==> src/hdl/drb_pkg.sv <==
// Package with shared types and constants of the request batcher.
`default_nettype none
package drb_pkg;
    localparam logic [1:0] KIND_DISPATCH = 2'd0;
    localparam logic [1:0] KIND_WAIT     = 2'd1;
    localparam logic [1:0] KIND_REJECT   = 2'd2;
    localparam logic [31:0] IDLE_WAIT_US = 32'd500000;
    localparam logic [9:0]  NS_PER_US    = 10'd1000;
    localparam logic [1:0] REG_BATCHING  = 2'd0;
    localparam logic [1:0] REG_PREFERRED = 2'd1;
    localparam logic [1:0] REG_MAX_DELAY = 2'd2;
    localparam int MAX_RESULTS = 32;

    typedef struct packed {
        logic [15:0] tag;
        logic [15:0] size;
        logic [63:0] stamp;
    } t_entry;

    typedef struct packed {
        logic shift;
        logic push;
    } t_cell_ctrl;

    typedef enum logic [3:0] {
        ST_IDLE, ST_SCAN, ST_AGE_MUL, ST_AGE_SUB, ST_DIV, ST_WAIT_OUT,
        ST_SUM, ST_EMIT, ST_ONE
    } t_state;
endpackage
`default_nettype wire

==> src/hdl/drb_div.sv <==
// Divider of a wait in nanoseconds by ns per us, by reciprocal multiplication in four steps.
`default_nettype none
module drb_div (
    input  wire logic        i_clk,
    input  wire logic        i_rst_n,
    input  wire logic        i_start,
    input  wire logic [41:0] i_num,
    output logic             o_done,
    output logic [31:0]      o_quot
);
    // The value 2^35 / 125 rounded up gives exact quotients for dividends below 2^31.
    localparam logic [28:0] RECIP_125 = 29'd274877907;

    logic [20:0] r_xh;
    logic [20:0] r_xl;
    logic [10:0] r_q1;
    logic [30:0] r_z;
    logic [20:0] r_q2;
    logic [1:0]  r_step;
    logic        r_busy;
    logic [21:0] w_q1_full;
    logic [21:0] w_q2_full;
    logic [20:0] w_r1;

    function automatic logic [21:0] f_div1000(logic [30:0] z);
        logic [56:0] p;
        p = 57'(z[30:3]) * 57'(RECIP_125);
        return p[56:35];
    endfunction

    assign w_q1_full = f_div1000({10'd0, r_xh});
    assign w_r1      = r_xh - 21'(r_q1) * 21'(drb_pkg::NS_PER_US);
    assign w_q2_full = f_div1000(r_z);

    always_ff @(posedge i_clk) begin
        if (!i_rst_n) begin
            r_busy <= 1'b0;
            r_step <= '0;
        end else if (i_start) begin
            r_busy <= 1'b1;
            r_step <= 2'd0;
            r_xh   <= i_num[41:21];
            r_xl   <= i_num[20:0];
        end else if (r_busy) begin
            unique case (r_step)
                2'd0: r_q1 <= w_q1_full[10:0];
                2'd1: r_z  <= {w_r1[9:0], r_xl};
                2'd2: r_q2 <= w_q2_full[20:0];
                2'd3: r_busy <= 1'b0;
            endcase
            r_step <= r_step + 2'd1;
        end
    end

    assign o_done = r_busy && (r_step == 2'd3);
    assign o_quot = {r_q1, r_q2};
endmodule
`default_nettype wire
==> config.mk <==
export PLATFORM = sky130hd
export DESIGN_NAME = drb_div
export DESIGN_NICKNAME = d
export VERILOG_FILES = /design/src/hdl/drb_pkg.sv /design/src/hdl/drb_div.sv
export SDC_FILE = /design/constraint.sdc
export NUM_CORES = 1
export LEC_CHECK = 0
export ABC_CLOCK_PERIOD_IN_PS = 5620
export BUFFER_PORTS_ARGS = -buffer_cell sky130_fd_sc_hd__buf_2
export CAP_MARGIN = 20
export CELL_PAD_IN_SITES_DETAIL_PLACEMENT = 1
export CELL_PAD_IN_SITES_GLOBAL_PLACEMENT = 2
export CORE_MARGIN = 5
export CORE_UTILIZATION = 25
export CTS_CLUSTER_DIAMETER = 40
export DETAILED_ROUTE_END_ITERATION = 7
export PLACE_DENSITY = 0.64
export REMOVE_ABC_BUFFERS = 1
export SYNTH_ARGS = -nofsm -noshare
export SYNTH_HDL_FRONTEND = slang
export SYNTH_SLANG_ARGS = --single-unit
==> constraint.sdc <==
create_clock -name i_clk -period 5.62 [get_ports i_clk]
set_input_delay 1.405 -clock i_clk [delete_from_list [all_inputs] [get_ports i_clk]]
set_output_delay 1.405 -clock i_clk [all_outputs]
set_load 0.02 [all_outputs]
== Word level (Yosys, flattened, before mapping) ==
Index checks and enable logic that the tools add are counted.
Cells by class
  $add $sub $neg: 2
  multiply operators: 3
  eq/ne operators: 3
  muxes and demuxes: 3
  bitwise gates (word level): 2
  reduce and logical (&&, ||, !) cells: 7
Operator list (number)
  $mul A28 B29 Y56 const B: 1
  $mul A18 B29 Y46 const B: 1
  $reduce_and A4 Y1: 3
  $mul A11 B7 Y7 const B: 1
  $sub A10 B10 Y10: 1
  $eq A2 B2 Y1 const B: 2
  $mux W1: 3
  $add A2 B1 Y2 const B: 1
  $eq A2 B1 Y1 const B: 1
  $logic_not A2 Y1: 1
  $not A1 Y1: 2
  $reduce_and A2 Y1: 1
  $reduce_or A2 Y1: 1
  $logic_and A1 B1 Y1: 1
Storage, ports and cells
  flip-flop bits (word level): 108
  input bits: 45
  output and inout bits: 33
  word-level logic and storage cells: 27

== Logic depth before layout (Yosys ltp) ==
  depth after elaboration: 4
  depth in mapped cells: 24
  depth with buffers taken out: 23

== Least setup slack after synthesis ==
No wires, ideal clock.
  path type: reg-to-reg
  start: register r_z[29]
  end: register r_q2[9] (data pin)
  arrival: 5832 ps
  data required time: 5356 ps
  path slack: -476 ps
  stages on the path, launching flop included: 22
  clock period less this slack: 6096 ps
  cells stage by stage: edfxtp_1 -> fa_1 -> xor2_1 -> ha_1 -> inv_1 -> fa_1 -> inv_1 -> fa_1 -> fa_1 -> fa_1 -> inv_1 -> fa_1 -> inv_1 -> ha_1 -> nand4_1 -> or2_1 -> or3_1 -> a311oi_2 -> o211ai_2 -> nor2b_2 -> o31ai_4 -> xor2_1
Between the ends
  word-level cells in the longest chain between the ends: 1
Ends and longest elaborated chain
  start, declared: RTL line drb_div.sv:17  | logic [30:0] r_z;
  start signal, assigned: RTL line drb_div.sv:47  | 2'd1: r_z <= {w_r1[9:0], r_xl};
  $mul A28 B29 Y56: RTL line drb_div.sv:27  | p = 57'(z[30:3]) * 57'(RECIP_125);
  via w_q2_full[9]: RTL line drb_div.sv:22  | logic [21:0] w_q2_full;
  end signal, assigned: RTL line drb_div.sv:48  | 2'd2: r_q2 <= w_q2_full[20:0];
  end, declared: RTL line drb_div.sv:18  | logic [20:0] r_q2;
The timed path passes the listed nets, and every way through them passes these cells.
A chain may end at the register's enable or synchronous reset.

== Worst setup path in the final report ==
  start: register r_z[20]
  end: register r_q2[20] (data pin)
The elaborated chain is that of the path after synthesis.

==> out/qor.yml <==
status: "finished with violations"
violations: "negative setup slack"
drt_first_pass_iters: 4
core-area_um2: 89740
r2r-start: "r_z[20]"
maxCapViolCount: 0
layout_setup_ws_ps: -831.5
gp_congestion: 0.8803
post_drt_wl_per_cell_um: 18.20
final_hold_viol_count: 0
vias: 15690
worstReg2RegEnd: "r_q2[20]"
placed_cell_area_um2: 26630
leakagePower_uw: 0.01475
fp-row-count: 110
worstMarginPinSlew_ps: 1009
drive_gt1_frac: 0.2568
ys_ff_latch: 102
crit_path_max_fanout: 5
via_per_inst: 4.191
ir_drop_mv: 0.3702
drc: 0
grt_max_degree: 36
rsz0062_at_grt: "yes"
antenna_found_initial: 4
fin_util: 0.3196
required_ps: 5770
syn_inst: 2118
min_period_over_period: 1.148
clock_latency_ps: 410
cts_made_buffers: 9
grt_pass1_wl_um: 105800
io_pins: 78
grt_usage: 0.1456
synth_cell_types: 60
die_width_um: 310.3
grt.overflow.total: 0
cp_slowest_stage_delay_ps: 580
fillers: 10130
ys_async_sr_fraction: 0
wirelength_um: 68130
synth_edf_count: 99
worstHoldStart: "r_xl[20]"
start_util: 0.2512
report.final.slew_viol_count: 0
fmax_mhz: 155.0
clk_pin_slew_ps: 90
htree_levels: 3
ys.flop_type: "edfxtp_1"
timing.hold.ws_ps: 424.8
worst_r2r_path_depth: 22
clock_power_share: 0.068
switching_share: 0.4638
power_frac_seq: 0.092
drtAntennaViolNets: 0
die-area_um2: 96290
finClkSkew_ps: 23.30
netSwitchingPower_uw: 5126
cp-start-kind: "flip-flop"
setup_viol: 32
numPortBuffers: 74
grt_pass1_vias: 18580
dieHeight_um: 310.3
path_cells: "buf_6 > ha_4 > inv_1 > fa_1 > inv_1 > fa_1 > fa_1 > fa_1 > fa_1 > inv_1 > fa_1 > inv_1 > ha_4 > and3_4 > nand4_1 > a311oi_2 > buf_4 > o21ai_4 > a2111oi_4 > buf_4 > o2111a_1 > a211oi_1"
slew_headroom: 0.3274
combPwrFrac: 0.840
p_int_uw: 5927
fin_setup_tns_ps: -15680
syn_avg_cell_area_um2: 10.64
cpMaxStageDelayCell: "fa_1"
cts_root_buf: "clkbuf_16"
drtIter0Drc: 386
whs_endpoint: "r_z[20]"
cp_common_cell: "fa_1"
clock_sinks: 102
rrSetupSlack_ps: -830
hold_class: "reg -> reg"
final_nets: 3508
hold_depth: 0
clock_path_buffers: 2
critPathKind: "reg -> reg"
ctsHoldBuffers: 0
end_kind: "flip-flop"
seq_area_frac_synth: 0.1345
cp.arrival_ps: 6600
postLayoutCellArea_um2: 28680
dp_hpwl_um: 60790
syn_area_um2: 22550
synth.yosys.warnings: 0
p_per_area_nw_per_um2: 385.4
syn_to_final_growth_pct: 27.23
cts_tree: "built"
min_period_ps: 6451
[layout by cell type, fill, tap and decap left out, types with 14 or more instances in the layout]
cell,n
inv_1,690
ha_1,456
fa_1,356
buf_4,332
edfxtp_1,99
buf_2,74
a21oi_1,48
ha_4,41
fa_2,39
nand2_1,31
a21o_1,30
buf_6,28
nor2_1,26
xnor2_1,26
inv_2,22
nand4_1,17
xor2_1,15
o21ai_0,14
a21oi_2,14
[per-layer routing]
layer / global-route usage / vias up / wire length [um]
met3: 0.01531 / 65 / 2079
li1: - / 7482 / -
met4: 0.04229 / 0 / 1807
met2: 0.2706 / 176 / 35580
met5: 0 / - / 0
met1: 0.1787 / 7969 / 28660
[power groups by stage]
stage          clock network (uW)  logic [uW]  registers (uW)
4_1_cts                       796        8970            1020
3_5_place_dp                    0        7650            1040
3_3_place_gp                    0        7400            1040
6_report                      754        9280            1020
5_1_grt                       821       10500            1020
2_1_floorplan                   0        4810            1030
[cells by family (layout without fill, tap and decap cells)]
logic type,after synthesis,after routing,synth area share
multiplexers,3,3,0.001332
other,0,2,0
AO/OA/AOI/OAI,188,188,0.05816
flip-flops,102,102,0.1345
XOR/XNOR,49,49,0.01904
buffers and inverters,715,1163,0.1190
adder cells (fa/ha/maj),902,902,0.6321
AND/OR/NAND/NOR,159,159,0.03580
[Yosys cell counts, drive strengths merged (7+ instances only)]
| library cell | count | area, um2 |
|---|---|---|
| o311ai | 7 | 68.82 |
| nor2 | 34 | 127.6 |
| o21ai | 32 | 171.4 |
| ha | 507 | 6344 |
| and3 | 8 | 50.05 |
| nand3 | 14 | 70.07 |
| nand2 | 34 | 127.6 |
| nor2b | 10 | 65.06 |
| and2 | 8 | 50.05 |
| nand4 | 17 | 106.4 |
| xnor2 | 33 | 289.0 |
| a21oi | 63 | 315.3 |
| nor3 | 10 | 50.05 |
| fa | 395 | 7908 |
| a211oi | 7 | 57.55 |
| nand2b | 9 | 56.30 |
| xor2 | 16 | 140.1 |
| inv | 713 | 2676 |
| edfxtp | 99 | 2973 |
| a21o | 30 | 225.2 |
| or2 | 11 | 68.81 |
[cell type report]
type                    instances  area (um2)  share of cell area
clock buffers                  12       246.5            0.008593
repair buffers                434        3178              0.1108
inverters                     713        2679             0.09339
diodes                          2       5.005           0.0001745
flip-flops and latches        102        3033              0.1057
well taps                    1176        1471             0.05130
multi-input cells            1301       17990              0.6273
clock inverters                 4       78.83            0.002748
[worst max-delay path: cells and delay by family (launching register included)]
family | cells | cell delay, ps
buffers and inverters | 7 | 840
and+or+nand+nor | 2 | 350
adders and majority gates | 8 | 3600
DFF | 1 | 450
AOI/OAI and AO/OA | 5 | 950
[worst max path at each step]
| stage | from | to | slack (ps) | cells after the start |
|---|---|---|---|---|
| floorplan | r_z[29] | r_q2[9] | -480 | 21 |
| global placement | r_z[16] | r_q2[12] | -1170 | 22 |
| detailed placement | r_z[16] | r_q2[17] | -1220 | 22 |
| CTS | r_z[13] | r_q2[19] | -860 | 20 |
| global route | r_z[22] | r_q2[14] | -1000 | 20 |
| finish | r_z[20] | r_q2[20] | -830 | 22 |
[registers in the layout, summed over array words and instances (netlist names)]
register / cells
r_busy: 1
r_q1: 11
r_q2: 21
r_step: 2
r_xh: 21
r_xl: 18
r_z: 28
[per-stage QoR]
step / worst slack (ps) / cells / power [uW]
final: -831.5 / 3744 / 11050
after global routing: -1002 / 3742 / 12290
after CTS: -856.0 / 3725 / 10780
after detailed placement: -1221 / 3666 / 8685
after global placement: -1171 / 3666 / 8436
after floorplan: -475.8 / 2116 / 5848
[what timing repair did]
action	CTS	global route
pin swaps	111	52
resized for setup	162	86
setup endpoints to repair	32	32
setup buffers	46	18
(Power assumes the default switching activity.)
