<file path="src/hdl/drb_pkg.sv">
// Package with shared types and constants of the request batcher.
`default_nettype none
package drb_pkg;
    localparam logic [1:0] KIND_DISPATCH = 2'd0;
    localparam logic [1:0] KIND_WAIT     = 2'd1;
    localparam logic [1:0] KIND_REJECT   = 2'd2;
    localparam logic [31:0] IDLE_WAIT_US = 32'd500000;
    localparam logic [9:0]  NS_PER_US    = 10'd1000;
    localparam logic [1:0] REG_BATCHING  = 2'd0;
    localparam logic [1:0] REG_PREFERRED = 2'd1;
    localparam logic [1:0] REG_MAX_DELAY = 2'd2;
    localparam int MAX_RESULTS = 32;

    typedef struct packed {
        logic [15:0] tag;
        logic [15:0] size;
        logic [63:0] stamp;
    } t_entry;

    typedef struct packed {
        logic shift;
        logic push;
    } t_cell_ctrl;

    typedef enum logic [3:0] {
        ST_IDLE, ST_SCAN, ST_AGE_MUL, ST_AGE_SUB, ST_DIV, ST_WAIT_OUT,
        ST_SUM, ST_EMIT, ST_ONE
    } t_state;
endpackage
`default_nettype wire

</file>
<file path="src/hdl/drb_cell.sv">
// One queue cell: holds one entry and hands it toward the front of the chain.
`default_nettype none
module drb_cell (
    input  wire logic                i_clk,
    input  wire drb_pkg::t_cell_ctrl i_ctrl,
    input  wire logic                i_load_here,
    input  wire drb_pkg::t_entry     i_new,
    input  wire drb_pkg::t_entry     i_next,
    output drb_pkg::t_entry          o_entry
);
    drb_pkg::t_entry r_entry;
    drb_pkg::t_entry n_entry;

    always_comb begin
        n_entry = r_entry;
        if (i_ctrl.shift) begin
            n_entry = i_next;
        end
        if (i_ctrl.push && i_load_here) begin
            n_entry = i_new;
        end
    end

    always_ff @(posedge i_clk) begin
        r_entry <= n_entry;
    end

    assign o_entry = r_entry;
endmodule
`default_nettype wire

</file>
<file path="config.mk">
export PLATFORM = sky130hd
export DESIGN_NAME = drb_cell
export DESIGN_NICKNAME = d
export VERILOG_FILES = /design/src/hdl/drb_pkg.sv /design/src/hdl/drb_cell.sv
export SDC_FILE = /design/constraint.sdc
export NUM_CORES = 1
export LEC_CHECK = 0
export BUFFER_PORTS_ARGS = -buffer_cell sky130_fd_sc_hd__buf_2
export CORE_AREA = 2 2 114 116
export DETAILED_ROUTE_END_ITERATION = 8
export DIE_AREA = 0 0 116 118
export PLACE_DENSITY = 0.69
export SYNTH_ARGS = -nofsm -noshare
export SYNTH_HDL_FRONTEND = slang
export SYNTH_SLANG_ARGS = --single-unit
</file>
<file path="constraint.sdc">
create_clock -name i_clk -period 3.75 [get_ports i_clk]
set_input_delay 0.1875 -clock i_clk [delete_from_list [all_inputs] [get_ports i_clk]]
set_output_delay 0.1875 -clock i_clk [all_outputs]
set_load 0.01 [all_outputs]
</file>
* After elaboration in Yosys (flattened, before gate mapping) *
Cells that the tools add are included.

word-level totals
  word-level logic and storage cells = 7
  output and inout bits = 96
  input bits = 196
  flip-flop bits (word level) = 96

operators by class
  reductions and logical operators = 2
  mux-type cells = 2

operators with widths
  operator            count
  two-way mux 96 bit  2
  nonzero test 2 bit  1
  logical AND 1 bit   1

* Logic depth before layout (Yosys ltp) *
  depth in word-level cells = 2
  depth in mapped cells = 4
  depth with buffers taken out = 2

* Least setup slack after synthesis *
OpenSTA, ideal clock, no wires.

  kind = input -> register
  start = in i_ctrl[0] in the netlist's numbering
  end = reg r_entry, in the netlist o_entry[0], enable pin
  arrival time = 2.754 ns
  cell stages on the path = 4
  path buffers = 2
  path slack = 0.525 ns
  library setup time = 0.471 ns
  required time = 3.279 ns
  cells stage by stage = nand2_2 > buf_6 > buf_6 > nand2b_1

between the ends
  longest elaborated chain between the ends = 2

RTL lines
  item                          line            RTL
  start: declaration            drb_cell.sv:5   input wire drb_pkg::t_cell_ctrl i_ctrl,
  logical AND 1 bit             drb_cell.sv:19  if (i_ctrl.push && i_load_here) begin
  nonzero test 2 bit (no line)  n/a
  end signal: assignment        drb_cell.sv:25  r_entry <= n_entry;
  end: declaration              drb_cell.sv:11  drb_pkg::t_entry r_entry;

No other way between the ends.
A chain may end at the register's enable or synchronous reset.

* Final worst setup path *
  start = in i_ctrl[0] in the netlist's numbering
  end = reg r_entry, in the netlist o_entry[50], enable pin

Same word-level chain as after synthesis.

==> impl_metrics.xml <==
<?xml version="1.0" encoding="UTF-8"?>
<metrics>
  <group name="route">
    <metric name="antenna_left" unit="">0</metric>
    <metric name="finalWirelength" unit="um">10500</metric>
    <metric name="num_vias" unit="">2955</metric>
    <metric name="initialDrtViolationCount" unit="">101</metric>
    <metric name="via_per_inst" unit="">4.37</metric>
    <metric name="remaining_drc_errors" unit="">0</metric>
    <metric name="drtPass1Iterations" unit="">4</metric>
    <metric name="avgRoutedWirePerCell" unit="um">15.6</metric>
  </group>
  <group name="clocking">
    <metric name="clkSinkCount" unit="">96</metric>
    <metric name="root_buffer" unit="">sky130_fd_sc_hd__clkbuf_16</metric>
    <metric name="numCtsBuffers" unit="">9</metric>
    <metric name="clk_slew_on_worst_s_h_paths" unit="ns">0.06</metric>
    <metric name="cts_tree" unit="">done</metric>
    <metric name="cts.htree.levels" unit="">3</metric>
    <metric name="postCtsHoldBufs" unit="">0</metric>
    <metric name="ctsResizeCount" unit="">0</metric>
    <metric name="postCtsSetupRepairBufs" unit="">0</metric>
    <metric name="cts.path.max_buffers" unit="">2</metric>
  </group>
  <group name="worst_hold_path">
    <metric name="worst_hold_path_type" unit="">in -&gt; reg</metric>
    <metric name="min_to" unit="">o_entry[65]$_DFFE_PP_</metric>
    <metric name="min_delay_startpoint" unit="">i_next[65]</metric>
    <metric name="hold_depth" unit="">2</metric>
  </group>
  <group name="synth">
    <metric name="synth_compound_area_share" unit="%">0</metric>
    <metric name="main_combinational_cell_family_by_area_after_synthesis" unit="">multiplexers</metric>
    <metric name="number_of_distinct_standard_cells_referenced_by_the_synthesized_netlist" unit="">7</metric>
    <metric name="synth_mux_area_share" unit="%">28.6</metric>
    <metric name="post_synth_xor_area_fraction" unit="%">0</metric>
    <metric name="async_flop_share" unit="%">0</metric>
    <metric name="post-synth-top-count-cell" unit="">sky130_fd_sc_hd__edfxtp_1</metric>
    <metric name="synthDominantAreaCellType" unit="">sky130_fd_sc_hd__edfxtp_1</metric>
    <metric name="netlist_top_cells_area" unit="">sky130_fd_sc_hd__edfxtp_1 69%, sky130_fd_sc_hd__mux2_2 18%, sky130_fd_sc_hd__mux2_4 10%</metric>
    <metric name="synth_ff_type" unit="">sky130_fd_sc_hd__edfxtp_1</metric>
    <metric name="netlist_top_cells_count" unit="">96 x sky130_fd_sc_hd__edfxtp_1, 67 x sky130_fd_sc_hd__mux2_2, 29 x sky130_fd_sc_hd__mux2_4</metric>
    <metric name="synth_area_per_inst" unit="um^2">20.4</metric>
    <metric name="post_synth_fa_ha_maj_area_fraction" unit="%">0</metric>
    <metric name="synth-seq-cells" unit="">96</metric>
    <metric name="syn_inst" unit="">204</metric>
    <metric name="synth_edf_count" unit="">96</metric>
    <metric name="synth_warnings" unit="">0</metric>
    <metric name="post_synth_and_or_nand_nor_area_fraction" unit="%">0.301</metric>
    <metric name="synth.yosys.seq_area_share" unit="%">69.3</metric>
    <metric name="synth_top_area_share" unit="%">69.3</metric>
    <metric name="post_synth_instance_area" unit="um^2">4160</metric>
    <metric name="postSynthNetCount" unit="">400</metric>
  </group>
  <group name="critical_path">
    <metric name="crit_path_max_fanout" unit="">50</metric>
    <metric name="critPathBufInv" unit="">2</metric>
    <metric name="critPathRequiredTime" unit="ns">3.72</metric>
    <metric name="cp.arrival" unit="ns">1.96</metric>
    <metric name="crit_path_start_kind" unit="">input port</metric>
    <metric name="cpPeakStageDelay" unit="ns">0.68</metric>
    <metric name="cp_cell_sequence" unit="">buf_2, nand2_4, nand2b_4, buf_4</metric>
    <metric name="critPathTopFamily" unit="">simple AND/OR/NAND/NOR gates</metric>
    <metric name="critical-path-slowest-cell" unit="">sky130_fd_sc_hd__nand2b_4</metric>
    <metric name="timing_worst_setup_path_type" unit="">in -&gt; reg</metric>
    <metric name="cp-end-kind" unit="">register</metric>
  </group>
  <group name="sta">
    <metric name="unrepaired_setup_endpoints_after_global_routing" unit="">false</metric>
    <metric name="transition_at_the_pin_with_the_smallest_max_transition_slack" unit="ns">0.761</metric>
    <metric name="max_freq" unit="MHz">504</metric>
    <metric name="fin_crit" unit="ns">1.99</metric>
    <metric name="final-setup-viol-count" unit="">0</metric>
    <metric name="slew_headroom" unit="%">49.2</metric>
    <metric name="timing_max_transition_violations_final" unit="">0</metric>
    <metric name="fin_tns_setup" unit="ns">0</metric>
    <metric name="hold_viol_final" unit="">0</metric>
    <metric name="timing.final.crit_share" unit="%">53.0</metric>
  </group>
  <group name="floorplan">
    <metric name="start_util" unit="%">33.5</metric>
    <metric name="io-pin-count" unit="">292</metric>
    <metric name="die_width" unit="um">116</metric>
    <metric name="core_region_area" unit="um^2">12400</metric>
    <metric name="die_h" unit="um">118</metric>
    <metric name="floorplan.die_area" unit="um^2">13700</metric>
    <metric name="rows" unit="">41</metric>
  </group>
  <group name="global_routing">
    <metric name="groute.usage.overall" unit="%">14.7</metric>
    <metric name="antenna_violations_before_repair" unit="">0</metric>
    <metric name="grt_pass1_vias" unit="">2914</metric>
    <metric name="largest_net_degree_at_the_start_of_global_routing" unit="">51</metric>
    <metric name="globalRouteOverflowTotal" unit="">0</metric>
    <metric name="grt_first_pass_wirelength" unit="um">14900</metric>
  </group>
  <group name="finish">
    <metric name="final_cell_count_no_fill" unit="">676</metric>
    <metric name="layout-drive-gt1-share" unit="%">80.3</metric>
    <metric name="nFillCells" unit="">1124</metric>
    <metric name="syn_to_final_growth" unit="%">45.9</metric>
    <metric name="largest_register_ffs" unit="">96</metric>
    <metric name="final_net_count" unit="">695</metric>
  </group>
  <group name="power">
    <metric name="power_switching" unit="mW">0.606</metric>
    <metric name="p_seq_share" unit="%">50.8</metric>
    <metric name="total_power_density_per_cell_area" unit="nW/um^2">440</metric>
    <metric name="pwr-share-comb" unit="%">16.9</metric>
    <metric name="peakVddDrop" unit="uV">196</metric>
    <metric name="power.switching_fraction" unit="%">22.7</metric>
    <metric name="int_pwr" unit="mW">2.07</metric>
    <metric name="static-leakage-power" unit="nW">2.81</metric>
    <metric name="clkPwrFrac" unit="%">32.4</metric>
  </group>
  <group name="place">
    <metric name="port_buffers" unit="">291</metric>
    <metric name="place.gp.congestion" unit="">0.780</metric>
    <metric name="dp_cells" unit="">660</metric>
    <metric name="detailed_place_hpwl" unit="um">8300</metric>
  </group>
  <group name="flow_run">
    <metric name="max-cap-violations" unit="">0</metric>
  </group>
  <group name="status">
    <metric name="status" unit="">finished, final reports clean</metric>
  </group>
</metrics>
through the flow:
| stage | instance area, um^2 | hold slack (ns) | util, % | power (mW) | setup WS, ns |
|---|---|---|---|---|---|
| after detailed placement | 5790 | 0.491 | 46.7 | 1.84 | 1.37 |
| final | 6070 | 0.147 | 48.9 | 2.67 | 1.76 |
| after global placement | 5790 | 0.487 | 46.7 | 1.83 | 1.46 |
| after floorplan | 4160 | 0.405 | - | 1.59 | 0.525 |
| after global routing | 6070 | 0.132 | 48.9 | 2.79 | 1.59 |
| after CTS | 6070 | 0.129 | 48.9 | 2.72 | 1.75 |
layout by cell type, fill, tap and decap left out:
cell,synthesis,layout
sky130_fd_sc_hd__diode_2,0,1
sky130_fd_sc_hd__buf_2,6,291
sky130_fd_sc_hd__clkinv_1,0,3
sky130_fd_sc_hd__mux2_4,29,29
sky130_fd_sc_hd__mux2_2,67,67
sky130_fd_sc_hd__clkbuf_16,0,9
sky130_fd_sc_hd__nand2b_4,0,1
sky130_fd_sc_hd__bufinv_16,0,1
sky130_fd_sc_hd__buf_4,0,3
sky130_fd_sc_hd__clkinv_2,0,2
sky130_fd_sc_hd__nand2_4,0,1
sky130_fd_sc_hd__edfxtp_1,96,96
power by group through the flow:
stage / clock network, mW / registers, mW / logic (mW)
finish: 0.865 / 1.36 / 0.451
global route: 0.935 / 1.37 / 0.489
CTS: 0.899 / 1.36 / 0.459
detailed placement: 0 / 1.38 / 0.459
global placement: 0 / 1.38 / 0.449
floorplan: 0 / 1.45 / 0.141
cell type report:
cell class / instances / area [um^2] / area share (%)
repair buffers: 294 / 1480 / 24.4
clock inverters: 6 / 51.3 / 0.845
flip-flops and latches: 96 / 2880 / 47.5
clock buffers: 9 / 225 / 3.71
diodes: 1 / 2.50 / 0.0412
multi-input cells: 98 / 1210 / 20.0
well taps: 172 / 215 / 3.54
per-layer routing:
layer	share of wire (%)	global-route usage, %
met1	35	14.6
met2	52	26.6
met3	11	5.61
met4	1.8	6.25
met5	0	0
worst max-delay path by stage:
stage,from,to,slack (ns),cells past startpoint
after floorplan,i_ctrl[0],o_entry[0]$_DFFE_PP_,0.52,4
after global placement,i_ctrl[0],o_entry[50]$_DFFE_PP_,1.46,4
after detailed placement,i_ctrl[0],o_entry[46]$_DFFE_PP_,1.37,4
after CTS,i_ctrl[0],o_entry[46]$_DFFE_PP_,1.75,4
after global routing,i_ctrl[0],o_entry[38]$_DFFE_PP_,1.59,4
final,i_ctrl[0],o_entry[50]$_DFFE_PP_,1.76,4
cells by family (layout without fill, tap and decap cells):
kind of cell | count (synthesis) | count (layout)
and+or+nand+nor | 2 | 2
muxes | 96 | 96
DFF | 96 | 96
other | 0 | 1
buffers and inverters | 10 | 309
No activity file was read; power rests on OpenSTA's default activity.
